<file path="config.mk">
export PLATFORM = sky130hd
export DESIGN_NAME = utf8_to_code_point_decoder
export DESIGN_NICKNAME = d
export VERILOG_FILES = /design/src/rtl/utf8d_pkg.sv /design/src/rtl/utf8_to_code_point_decoder.sv /design/src/rtl/utf8d_front.sv /design/src/rtl/utf8d_queue.sv /design/src/rtl/utf8d_back.sv
export SDC_FILE = /design/constraint.sdc
export NUM_CORES = 1
export LEC_CHECK = 0
export BUFFER_PORTS_ARGS = -buffer_cell sky130_fd_sc_hd__buf_2
export CORE_MARGIN = 2
export CORE_UTILIZATION = 50
export CTS_BUF_LIST = sky130_fd_sc_hd__clkbuf_8
export CTS_CLUSTER_SIZE = 14
export DETAILED_ROUTE_END_ITERATION = 10
export HOLD_SLACK_MARGIN = 0.15
export PLACE_DENSITY = 0.67
export SYNTH_ARGS = -nofsm -noshare
export SYNTH_HDL_FRONTEND = slang
export SYNTH_HIERARCHICAL = 1
export SYNTH_SLANG_ARGS = --single-unit
</file>
<file path="constraint.sdc">
create_clock -name clk -period 6 [get_ports clk]
set_input_delay 1.2 -clock clk [delete_from_list [all_inputs] [get_ports clk]]
set_output_delay 1.2 -clock clk [all_outputs]
set_load 0.02 [all_outputs]
</file>
<file path="src/rtl/utf8d_pkg.sv">
// ----------------------------------------------------------------------------
// utf8d_pkg
// Shared types, constants and the lead-byte classifier of the UTF-8 decoder.
// ----------------------------------------------------------------------------
package utf8d_pkg;

  localparam int unsigned CP_W        = 21;
  localparam int unsigned QUEUE_DEPTH = 4;

  localparam logic [CP_W-1:0] REPL_CP    = 21'h00FFFD;
  localparam logic [CP_W-1:0] MIN_2BYTE  = 21'h000080;
  localparam logic [CP_W-1:0] MIN_3BYTE  = 21'h000800;
  localparam logic [CP_W-1:0] SURR_LO    = 21'h00D800;
  localparam logic [CP_W-1:0] SURR_HI    = 21'h00DFFF;
  localparam logic [CP_W-1:0] MIN_4BYTE  = 21'h010000;
  localparam logic [CP_W-1:0] MAX_CP     = 21'h10FFFF;

  // sequence length codes (continuation bytes of the open sequence)
  localparam logic [1:0] SEQ_NONE = 2'd0;
  localparam logic [1:0] SEQ_TWO  = 2'd1;
  localparam logic [1:0] SEQ_THREE = 2'd2;
  localparam logic [1:0] SEQ_FOUR = 2'd3;

  // outcome of a byte seen with no sequence open
  typedef struct packed {
    logic            emit;   // gives a result at once
    logic [CP_W-1:0] cp;
    logic            rep;
    logic [1:0]      need;   // continuation bytes to expect
    logic [CP_W-1:0] part;   // payload bits of the lead byte
  } start_t;

  // one queue entry: the one or two results caused by an input byte
  typedef struct packed {
    logic            two;    // second result present
    logic [CP_W-1:0] cp0;
    logic            rep0;
    logic [CP_W-1:0] cp1;
    logic            rep1;
    logic            last;   // byte ended the string
  } entry_t;

  function automatic start_t start_decode(input logic [7:0] b);
    start_t s;
    s = '{emit: 1'b0, cp: '0, rep: 1'b0, need: SEQ_NONE, part: '0};
    unique casez (b)
      8'b0???????: begin
        s.emit = 1'b1;
        s.cp   = {13'd0, b};
      end
      8'b10??????: begin
        s.emit = 1'b1;
        s.cp   = REPL_CP;
        s.rep  = 1'b1;
      end
      8'b110?????: begin
        s.need = SEQ_TWO;
        s.part = {16'd0, b[4:0]};
      end
      8'b1110????: begin
        s.need = SEQ_THREE;
        s.part = {17'd0, b[3:0]};
      end
      8'b11110???: begin
        s.need = SEQ_FOUR;
        s.part = {18'd0, b[2:0]};
      end
      default: begin
        s.emit = 1'b1;
        s.cp   = REPL_CP;
        s.rep  = 1'b1;
      end
    endcase
    return s;
  endfunction

endpackage

</file>
<file path="src/rtl/utf8_to_code_point_decoder.sv">
// ----------------------------------------------------------------------------
// utf8_to_code_point_decoder
// UTF-8 byte stream to code points, with U+FFFD for malformed input.
// ----------------------------------------------------------------------------
// Usage:
//   Slave side: one UTF-8 byte per beat on s_tdata, s_tlast marks the last
//   byte of a string. Master side: one code point per beat on m_tdata;
//   m_tuser[0] flags a replacement for bad input, m_tuser[1] marks the last
//   result caused by an input byte, m_tlast marks the last character of the
//   string.
//   A byte may give no result (lead or inner continuation byte), one, or two
//   (a cut-off sequence followed by a byte that itself gives a result, or an
//   open sequence at the end of the string).
//   A result is registered in the FIFO before it reaches the master side.
//   The slave side takes one byte per cycle while the FIFO is not full; the
//   output side needs one beat per result, so a byte with two results holds
//   the back end until its second result is taken. The front decodes
//   combinationally into a QUEUE_DEPTH-entry FIFO; s_tready drops only when
//   that FIFO is full, so a stalled receiver backs up the FIFO first and then
//   the sender. Reset clears the open sequence and empties the FIFO; no clearing pass.
// ----------------------------------------------------------------------------
module utf8_to_code_point_decoder
  import utf8d_pkg::*;
#(
  parameter int unsigned QDEPTH = QUEUE_DEPTH
) (
  input  logic        clk,
  input  logic        rst,
  input  logic        s_tvalid,
  output logic        s_tready,
  input  logic [7:0]  s_tdata,   // [7:0] byte_in
  input  logic        s_tlast,   // last_byte
  output logic        m_tvalid,
  input  logic        m_tready,
  output logic [23:0] m_tdata,   // [20:0] code_point, [23:21] zero
  output logic [1:0]  m_tuser,   // [0] replaced, [1] last_of_item
  output logic        m_tlast    // final_char
);

  logic   push;
  entry_t push_entry;
  logic   q_valid, q_ready;
  entry_t q_entry;

  // front: sequence state and classification, one byte per beat
  utf8d_front u_front (
    .clk       (clk),
    .rst       (rst),
    .accept    (s_tvalid && s_tready),
    .byte_in   (s_tdata),
    .last_byte (s_tlast),
    .push      (push),
    .entry     (push_entry)
  );

  // decouples the sender from a stalling receiver
  utf8d_queue #(
    .DEPTH (QDEPTH)
  ) u_queue (
    .clk      (clk),
    .rst      (rst),
    .wr_valid (push),
    .wr_ready (s_tready),
    .wr_data  (push_entry),
    .rd_valid (q_valid),
    .rd_ready (q_ready),
    .rd_data  (q_entry)
  );

  // back: one output beat per result
  utf8d_back u_back (
    .clk      (clk),
    .rst      (rst),
    .rd_valid (q_valid),
    .rd_ready (q_ready),
    .rd_data  (q_entry),
    .m_tvalid (m_tvalid),
    .m_tready (m_tready),
    .m_tdata  (m_tdata),
    .m_tuser  (m_tuser),
    .m_tlast  (m_tlast)
  );

endmodule

</file>
<file path="src/rtl/utf8d_front.sv">
// ----------------------------------------------------------------------------
// utf8d_front
// Takes one byte per beat, tracks the open sequence, and builds the queue
// entry holding the results the byte causes.
// ----------------------------------------------------------------------------
module utf8d_front
  import utf8d_pkg::*;
(
  input  logic       clk,
  input  logic       rst,
  input  logic       accept,
  input  logic [7:0] byte_in,
  input  logic       last_byte,
  output logic       push,
  output entry_t     entry
);

  logic [1:0]      need, need_next;
  logic [1:0]      seq_len, seq_len_next;
  logic [CP_W-1:0] part, part_next;

  start_t          sb;
  logic [1:0]      n;
  logic            ok;
  logic [CP_W-1:0] x;

  always_comb begin
    sb           = start_decode(byte_in);
    need_next    = need;
    seq_len_next = seq_len;
    part_next    = part;
    n            = 2'd0;
    ok           = 1'b0;
    x            = {part[CP_W-7:0], byte_in[5:0]};
    entry        = '{two: 1'b0, cp0: '0, rep0: 1'b0, cp1: '0, rep1: 1'b0,
                     last: last_byte};

    if ((need != SEQ_NONE) && (byte_in[7:6] == 2'b10)) begin
      part_next = x;
      need_next = need - 2'd1;
      if (need_next == SEQ_NONE) begin
        unique case (seq_len)
          SEQ_TWO:   ok = (x >= MIN_2BYTE);
          SEQ_THREE: ok = (x >= MIN_3BYTE) && ((x < SURR_LO) || (x > SURR_HI));
          default:   ok = (x >= MIN_4BYTE) && (x <= MAX_CP);
        endcase
        entry.cp0    = ok ? x : REPL_CP;
        entry.rep0   = !ok;
        n            = 2'd1;
        seq_len_next = SEQ_NONE;
        part_next    = '0;
      end
    end else begin
      // cut-off sequence: replace it, then the byte starts anew
      if (need != SEQ_NONE) begin
        entry.cp0  = REPL_CP;
        entry.rep0 = 1'b1;
        n          = 2'd1;
      end
      need_next    = sb.need;
      seq_len_next = sb.need;
      part_next    = sb.part;
      if (sb.emit) begin
        if (n == 2'd0) begin
          entry.cp0  = sb.cp;
          entry.rep0 = sb.rep;
        end else begin
          entry.cp1  = sb.cp;
          entry.rep1 = sb.rep;
        end
        n = n + 2'd1;
      end
    end

    if (last_byte) begin
      // sequence still open at end of string
      if (need_next != SEQ_NONE) begin
        if (n == 2'd0) begin
          entry.cp0  = REPL_CP;
          entry.rep0 = 1'b1;
        end else begin
          entry.cp1  = REPL_CP;
          entry.rep1 = 1'b1;
        end
        n = n + 2'd1;
      end
      need_next    = SEQ_NONE;
      seq_len_next = SEQ_NONE;
      part_next    = '0;
    end

    entry.two = (n == 2'd2);
    push      = accept && (n != 2'd0);
  end

  always_ff @(posedge clk) begin
    if (rst) begin
      need    <= SEQ_NONE;
      seq_len <= SEQ_NONE;
      part    <= '0;
    end else if (accept) begin
      need    <= need_next;
      seq_len <= seq_len_next;
      part    <= part_next;
    end
  end

endmodule

</file>
<file path="src/rtl/utf8d_queue.sv">
// ----------------------------------------------------------------------------
// utf8d_queue
// Short register FIFO of decoded entries between front and back.
// ----------------------------------------------------------------------------
module utf8d_queue
  import utf8d_pkg::*;
#(
  parameter int unsigned DEPTH = QUEUE_DEPTH
) (
  input  logic   clk,
  input  logic   rst,
  input  logic   wr_valid,
  output logic   wr_ready,
  input  entry_t wr_data,
  output logic   rd_valid,
  input  logic   rd_ready,
  output entry_t rd_data
);

  localparam int unsigned PTR_W = (DEPTH > 1) ? $clog2(DEPTH) : 1;
  localparam int unsigned CNT_W = $clog2(DEPTH + 1);
  localparam logic [PTR_W-1:0] LAST_PTR = PTR_W'(DEPTH - 1);

  entry_t           mem [DEPTH];
  logic [PTR_W-1:0] wr_ptr, rd_ptr;
  logic [CNT_W-1:0] cnt;
  logic             do_wr, do_rd;

  assign wr_ready = (cnt != CNT_W'(DEPTH));
  assign rd_valid = (cnt != '0);
  assign rd_data  = mem[rd_ptr];
  assign do_wr    = wr_valid && wr_ready;
  assign do_rd    = rd_valid && rd_ready;

  always_ff @(posedge clk) begin
    if (do_wr) begin
      mem[wr_ptr] <= wr_data;
    end
  end

  always_ff @(posedge clk) begin
    if (rst) begin
      wr_ptr <= '0;
      rd_ptr <= '0;
      cnt    <= '0;
    end else begin
      if (do_wr) begin
        wr_ptr <= (wr_ptr == LAST_PTR) ? '0 : wr_ptr + PTR_W'(1);
      end
      if (do_rd) begin
        rd_ptr <= (rd_ptr == LAST_PTR) ? '0 : rd_ptr + PTR_W'(1);
      end
      if (do_wr && !do_rd) begin
        cnt <= cnt + CNT_W'(1);
      end else if (do_rd && !do_wr) begin
        cnt <= cnt - CNT_W'(1);
      end
    end
  end

  a_cnt_bound: assert property (@(posedge clk) disable iff (rst)
    cnt <= CNT_W'(DEPTH))
    else $error("queue count beyond depth");

  a_push_only: assert property (@(posedge clk) disable iff (rst)
    (do_wr && !do_rd) |=> (cnt == $past(cnt) + CNT_W'(1)))
    else $error("queue count did not advance on push");

  a_reset_empty: assert property (@(posedge clk)
    rst |=> (cnt == '0) && !rd_valid)
    else $error("queue not empty after reset");

endmodule

</file>
<file path="src/rtl/utf8d_back.sv">
// ----------------------------------------------------------------------------
// utf8d_back
// Unpacks queue entries into output beats, one or two per entry.
// ----------------------------------------------------------------------------
module utf8d_back
  import utf8d_pkg::*;
(
  input  logic        clk,
  input  logic        rst,
  input  logic        rd_valid,
  output logic        rd_ready,
  input  entry_t      rd_data,
  output logic        m_tvalid,
  input  logic        m_tready,
  output logic [23:0] m_tdata,   // [20:0] code_point, [23:21] zero
  output logic [1:0]  m_tuser,   // [0] replaced, [1] last_of_item
  output logic        m_tlast    // final_char
);

  logic            second;   // second result of a two-result entry
  logic            is_last;
  logic [CP_W-1:0] cp;
  logic            rep;

  assign is_last  = !rd_data.two || second;
  assign cp       = second ? rd_data.cp1  : rd_data.cp0;
  assign rep      = second ? rd_data.rep1 : rd_data.rep0;
  assign m_tvalid = rd_valid;
  assign m_tdata  = {3'd0, cp};
  assign m_tuser  = {is_last, rep};
  assign m_tlast  = is_last && rd_data.last;
  assign rd_ready = m_tready && is_last;

  always_ff @(posedge clk) begin
    if (rst) begin
      second <= 1'b0;
    end else if (m_tvalid && m_tready) begin
      second <= !is_last;
    end
  end

endmodule

</file>
# --- Word level (Yosys, flattened, before mapping) ---
# Memories as Yosys holds them, arrays and structs flattened. A register that Yosys moved wholly into a read port is not among the register bits.
# Cells that the tools add are included.
word_totals:
  input_bits: 13
  memories: 1
  output_inout_bits: 29
  reg_bits: 27
  ramBits: 184
  wordCells: 106
memory_table:
  columns: ["name", "depth", "width", "read_ports", "rd_clocked_by_memory_dff", "write_ports", "line", "rtl"]
  rows:
  - ["u_queue.mem", 4, 46, 1, 1, 1, "utf8d_queue.sv:24", "entry_t mem [DEPTH];"]
classes:
  n_reduce_logical: 30
  n_addsub: 7
  bitwise: 1
  n_eq_ne: 11
  magnitude_cmp: 6
  muxes: 43
op_table:
  columns: ["op", "n"]
  rows:
  - ["$mux W22", 7]
  - ["$mux W44", 3]
  - ["$pmux W23 S3", 1]
  - ["$mux W15", 3]
  - ["$pmux W22 S2", 1]
  - ["$mux W21", 2]
  - ["$mux W2", 14]
  - ["$ge A21 B12 Y1 const B", 1]
  - ["$ge A21 B17 Y1 const B", 1]
  - ["$ge A21 B8 Y1 const B", 1]
  - ["$gt A21 B16 Y1 const B", 1]
  - ["$le A21 B21 Y1 const B", 1]
  - ["$lt A21 B16 Y1 const B", 1]
  - ["$mux W17", 1]
  - ["$logic_and A1 B1 Y1", 12]
  - ["$eq A2 B2 Y1 const B", 5]
  - ["$add A2 B1 Y2 const B", 4]
  - ["$mux W1", 8]
  - ["$reduce_bool A2 Y1", 4]
  - ["$logic_not A2 Y1", 3]
  - ["$mux W3", 2]
  - ["$ne A3 B3 Y1 const B", 2]
  - ["$eq A5 B5 Y1 const B", 1]
  - ["$logic_not A1 Y1", 5]
  - ["13 further kinds", 14]

# --- Longest topological paths before layout ---
logic_depth:
  word_depth: 16
  ltp_mapped: 17
  ltp_nobuf: 15

# --- Hierarchy ---
# Netlist, hierarchy kept.
by_module_without_submodules:
  columns: ["mod", "instances", "area_per_inst_um2", "seq_area_each_um2", "cells_per_inst"]
  rows:
  - ["utf8d_queue", 1, 7104.3, 5705.5, 288]
  - ["utf8d_front", 1, 1590.3, 380.4, 212]
  - ["utf8d_back", 1, 396.6, 20.0, 39]
  - ["utf8_to_code_point_decoder", 1, 6.3, 0.0, 1]

# --- Worst setup path before layout ---
# Ideal clock, no wire load.
synth_timing:
  kind: "in2reg"
  start: "input s_tdata[4]"
  end: "register u_queue.cnt[2]"
  setup_slack_ns: 1.597
  required_time_ns: 5.930
  path_buffers: 1
  arrival_time_ns: 4.333
  setup_ns: 0.070
  stages: 16
  cell_sequence: "buf_2 > and3_1 > nor2_1 > inv_1 > ha_1 > a21oi_1 > ha_1 > o31ai_1 > a31oi_1 > and2_4 > ha_1 > inv_1 > fa_1 > xor2_1 > or3_2 > a21oi_1"
synth_between:
  elab_chain_len: 14
  word_cells_on_any_way: 20
  cone_classes: "1 x add/sub; 2 x eq/ne; 8 x mux; 9 x reduce/logical"
synth_rtl:
  columns: ["item", "line", "rtl"]
  rows:
  - ["start: declaration", "utf8_to_code_point_decoder.sv:31", "input logic [7:0] s_tdata,"]
  - ["$eq A5 B5 Y1 or $eq A4 B4 Y1 (tied branches)", "utf8d_pkg.sv:46", "unique casez (b)"]
  - ["$reduce_or A3 Y1 (no source line)", null, null]
  - ["$pmux W22 S2", "utf8d_pkg.sv:46", null]
  - ["$mux W2", "utf8d_front.sv:63", "if (sb.emit) begin"]
  - ["$mux W2", "utf8d_front.sv:38", "if ((need != SEQ_NONE) && (byte_in[7:6] == 2'b10)) begin"]
  - ["$add A2 B1 Y2", "utf8d_front.sv:85", "n = n + 2'd1;"]
  - ["$mux W2", "utf8d_front.sv:77", "if (need_next != SEQ_NONE) begin"]
  - ["$mux W2 (*)", "utf8d_front.sv:75", "if (last_byte) begin"]
  - ["$reduce_bool A2 Y1 (*)", "utf8d_front.sv:93", "push = accept && (n != 2'd0);"]
  - ["$logic_and A1 B1 Y1 (*)", "utf8d_front.sv:93", null]
  - ["net push", "utf8_to_code_point_decoder.sv:40", "logic push;"]
  - ["$logic_and A1 B1 Y1 (*)", "utf8d_queue.sv:32", "assign do_wr = wr_valid && wr_ready;"]
  - ["net u_queue.do_wr", "utf8d_queue.sv:27", "logic do_wr, do_rd;"]
  - ["$logic_not A1 Y1", "utf8d_queue.sv:55", "end else if (do_rd && !do_wr) begin"]
  - ["$logic_and A1 B1 Y1", "utf8d_queue.sv:55", null]
  - ["$reduce_bool A2 Y1 (no source line)", null, null]
  - ["end signal: assignment", "utf8d_queue.sv:54", "cnt <= cnt + CNT_W'(1);"]
  - ["end signal: assignment", "utf8d_queue.sv:56", "cnt <= cnt - CNT_W'(1);"]
  - ["end: declaration", "utf8d_queue.sv:26", "logic [CNT_W-1:0] cnt;"]
# Mark *: on every way through the listed nets, which the timed path passes. The rest lies on a longest branch.
# A chain may end at the register's enable or synchronous reset.

# --- Worst setup path after layout ---
# Ends and elaborated chain as after synthesis.

==> impl_summary.log <==
INFO  metric status = finished clean
INFO  metric critical_path.startpoint = s_tdata[4]
INFO  metric maximum_number_of_pins_on_one_net_before_global_route_repair = 47
INFO  metric most_common_library_cell_in_the_layout_ignoring_fill_and_taps = sky130_fd_sc_hd__edfxtp_1
INFO  metric leakage = around 3.5 nW
INFO  metric r2r-end = u_queue/cnt[2]
INFO  metric pin_count = 42
INFO  metric synth_warnings = 6
INFO  metric final_cell_area = 9993 sq um
INFO  metric areaGrowthSynthToFinish = 9.847%
INFO  metric clock_sink_count = 213
INFO  metric final_antenna_net_count = 0
INFO  metric final_layout_fill_cell_count = about 1.4k
INFO  metric cts-buffers-inserted = 35
INFO  metric via_count = 4886
INFO  metric worst_skew_pair.late_latency = 0.52 ns
INFO  metric portBuffers = 38
INFO  metric wl_per_cell = between 20 and 25 um
INFO  metric floorplan.initialDensity = 50.82%
INFO  metric grt_util_all_layers = 17.91%
INFO  metric die_area = 19290 sq um
INFO  metric timing.clock.skew = 0.02264 ns
INFO  metric post_cts_resize_count = 0
INFO  metric cell_variety_after_synth = 60
INFO  metric avg_synthesized_cell_area = 16.85 sq um
INFO  metric viasPerCell = 5.844
INFO  metric rsz0062_at_grt = false
INFO  metric worstSetupStartpointType = input port
INFO  metric globalplace.congestion = between 0.9 and 1
INFO  metric number_of_buffers_inserted_by_hold_repair_at_cts = 0
INFO  metric critical_path.endpoint_type = flop
INFO  metric clk_pin_slew = 0.06 ns
INFO  metric number_of_flip_flops_and_latches_in_the_synthesized_netlist = 213
INFO  metric timing.critical_path.cells = buf_2 -> and3_1 -> nor2_1 -> inv_1 -> ha_1 -> a21oi_1 -> ha_1 -> o31ai_1 -> a31oi_1 -> and2_4 -> ha_1 -> inv_1 -> fa_1 -> xor2_1 -> or3_2 -> a21oi_1
INFO  metric clock_path_buffers = 3
INFO  metric critical-path-max-stage-delay = 0.42 ns
INFO  metric cts_post_setup_buffers_inserted = 0
INFO  metric synth_area = between 9000 and 10000 sq um
INFO  metric worstPathMaxFanout = 10
INFO  metric total_power = 3.826 mW
INFO  metric worst_r2r_path_depth = 14
INFO  metric setup_viol = 0
INFO  metric slew_headroom = a little over a third
INFO  metric antenna_found_initial = 0
INFO  metric drive_above_1_share = 28.67%
INFO  metric drtPass1Iterations = 5
INFO  metric timing.max_cap.violations = 0
INFO  metric final-hold-violation-count = 0
INFO  metric fin_tns_setup = 0 ns
INFO  metric max_freq = roughly 230 MHz
INFO  metric number_of_max_slew_violations_in_the_final_report = 0
INFO  metric multi_input_comb_area = 2613 sq um
INFO  metric critPathSlowestCell = sky130_fd_sc_hd__or3_2
INFO  metric nets = 606
INFO  metric critPathMostFrequentCell = sky130_fd_sc_hd__ha_1
INFO  metric cp.required = about 6.4 ns
INFO  metric synth_edf_count = 184
INFO  metric drc_violation_count_after_routing = 0
INFO  metric register_area = about 6100 sq um
INFO  metric grt_overflow = 0
INFO  metric ir_worst_vdd = between 0.2 and 0.25 mV
INFO  metric grt_pass1_wl = around 27000 um
INFO  metric clock_tree.root_cell = sky130_fd_sc_hd__clkbuf_8
INFO  metric synth_top_cell_by_area = sky130_fd_sc_hd__edfxtp_1
INFO  metric diodes = 0
INFO  metric wirelength = between 15000 and 20000 um
INFO  metric first_global_vias = 5060
INFO  metric tritoncts = yes
INFO  metric postSynth.topFlopCell = sky130_fd_sc_hd__edfxtp_1
INFO  metric timing.critical_path.to = u_queue/cnt[2]
INFO  metric shortest_period_the_worst_path_allows = 4.373 ns
INFO  metric core-area = approximately 18000 sq um
INFO  metric power.density_cell_area = 382.9 nW/um^2
INFO  metric layout_worst_path_cycle_share = 72.88%
INFO  metric cts-htree-levels = 2
INFO  metric synth-seq-area-share = 67.12%
INFO  metric regToRegSetupSlack = 1.74 ns
INFO  metric die-height = 138.9 um
INFO  metric detailed_place.area = 9355 sq um
INFO  metric min_path_type = reg -> reg
INFO  metric startpoint_to_endpoint_class_of_the_critical_path = in -> reg
INFO  metric hpwlAfterDp = 10210 um
INFO  metric drtIter0Drc = 319
INFO  metric netlist.area_leader.share = between 60% and 70%
INFO  metric tightest_slew = 0.9539 ns
INFO  metric final_cell_mix = sky130_fd_sc_hd__edfxtp_1 (184), sky130_fd_sc_hd__mux4_2 (46), sky130_fd_sc_hd__buf_2 (38)
INFO  metric die_x = 138.9 um
INFO  metric netlist_top_cells_area = sky130_fd_sc_hd__edfxtp_1 (61%), sky130_fd_sc_hd__mux4_2 (11%), sky130_fd_sc_hd__dfxtp_1 (6.4%), sky130_fd_sc_hd__mux2_2 (2.6%), sky130_fd_sc_hd__buf_4 (2.1%)
INFO  metric synth_cells = 540
INFO  metric worstReg2RegStart = u_front/need[0]
INFO  metric fp-row-count = 49
INFO  metric cp.arrival = between 4 and 5 ns
INFO  metric async_flop_share = 0%
==> registers in the layout, indices dropped and copies added, names as in the netlist, named ones only <==
| register | cells |
|---|---|
| u_back/second | 1 |
| u_front/need | 2 |
| u_front/part | 15 |
| u_front/seq_len | 2 |
| u_queue/cnt | 3 |
| u_queue/mem | 184 |
| u_queue/rd_ptr | 2 |
| u_queue/wr_ptr | 2 |
==> worst max-delay path, delay by kind of cell <==
kind,cells,cell delay [ns]
AND/OR/NAND/NOR,4,1.12
adder cells (fa/ha/maj),4,1.07
AO/OA/AOI/OAI,4,0.93
buffers and inverters,3,0.30
XOR/XNOR,1,0.16
==> how the worst min path moves through the flow <==
stage,startpoint,endpoint,cells after the start
finish,u_queue/rd_ptr[0],flop,2
global route,u_front/part[3],u_front/part[3],2
CTS,u_queue/rd_ptr[0],flop,2
detailed placement,u_queue/rd_ptr[0],flop,2
global placement,u_queue/rd_ptr[0],flop,2
floorplan,u_front/need[1],u_front/need[1],2
==> Yosys cell counts, drive strengths merged, types with 3 or more instances <==
library cell    n
mux2           22
ha             12
edfxtp        184
a22oi          14
nand2b          5
o31ai           5
a211o          13
a31oi           5
and2            5
nand2          14
o21ai          10
dfxtp          29
and3            9
a21oi          17
mux4           46
or2             3
nor2           30
or3             4
buf            43
inv            13
nand3           3
and4            5
o41ai           3
clkbuf         10
mux2i           3
a41oi           3
nor3            4
==> metal layers <==
layer | wire length [um] | part of all wire, % | GRT usage [%]
met5 | 0 | 0 | 0
met4 | 426 | 2.5 | 6.592
met3 | 862 | 5.1 | 4.006
met2 | 8212 | 49 | 28.73
met1 | 7399 | 44 | 24.36
==> kinds of logic after synthesis <==
family                   after synthesis  share of synthesized area [%]
flip-flops                           213                          67.12
AND/OR/NAND/NOR                       92                          5.432
AO/OA/AOI/OAI                         80                          6.327
multiplexers                          71                          14.48
buffers and inverters                 67                          4.497
adder cells (fa/ha/maj)               13                          1.870
other                                  2                        0.08255
XOR/XNOR                               2                         0.1926
==> metrics by stage <==
step	hold WS, ns	worst slack, ns	cells	utilization [%]
2_1_floorplan	0.4608	1.597	546	-
3_3_place_gp	0.4691	1.347	772	52.26
3_5_place_dp	0.4808	1.206	772	52.26
4_1_cts	0.4883	1.670	836	55.82
5_1_grt	0.5547	1.324	836	55.82
6_report	0.4846	1.627	836	55.82
==> final cells by class <==
| type | instances | area share, % |
|---|---|---|
| Sequential cell | 213 | 61.15 |
| Multi-Input combinational cell | 266 | 26.14 |
| Clock buffer | 36 | 4.958 |
| Timing Repair Buffer | 50 | 2.930 |
| Tap cell | 229 | 2.867 |
| Clock inverter | 28 | 1.427 |
| Inverter | 14 | 0.5259 |
==> power by group <==
| group | internal [mW] | switching [mW] | total (mW) | leakage, nW |
|---|---|---|---|---|
| logic | 0.374 | 0.435 | 0.809 | 1.18 |
| clock network | 0.603 | 0.535 | 1.14 | 0.370 |
| registers | 1.79 | 0.0933 | 1.88 | 1.94 |
| total | 2.76 | 1.06 | 3.83 | 3.49 |
Power figures use the tool's default switching activity.
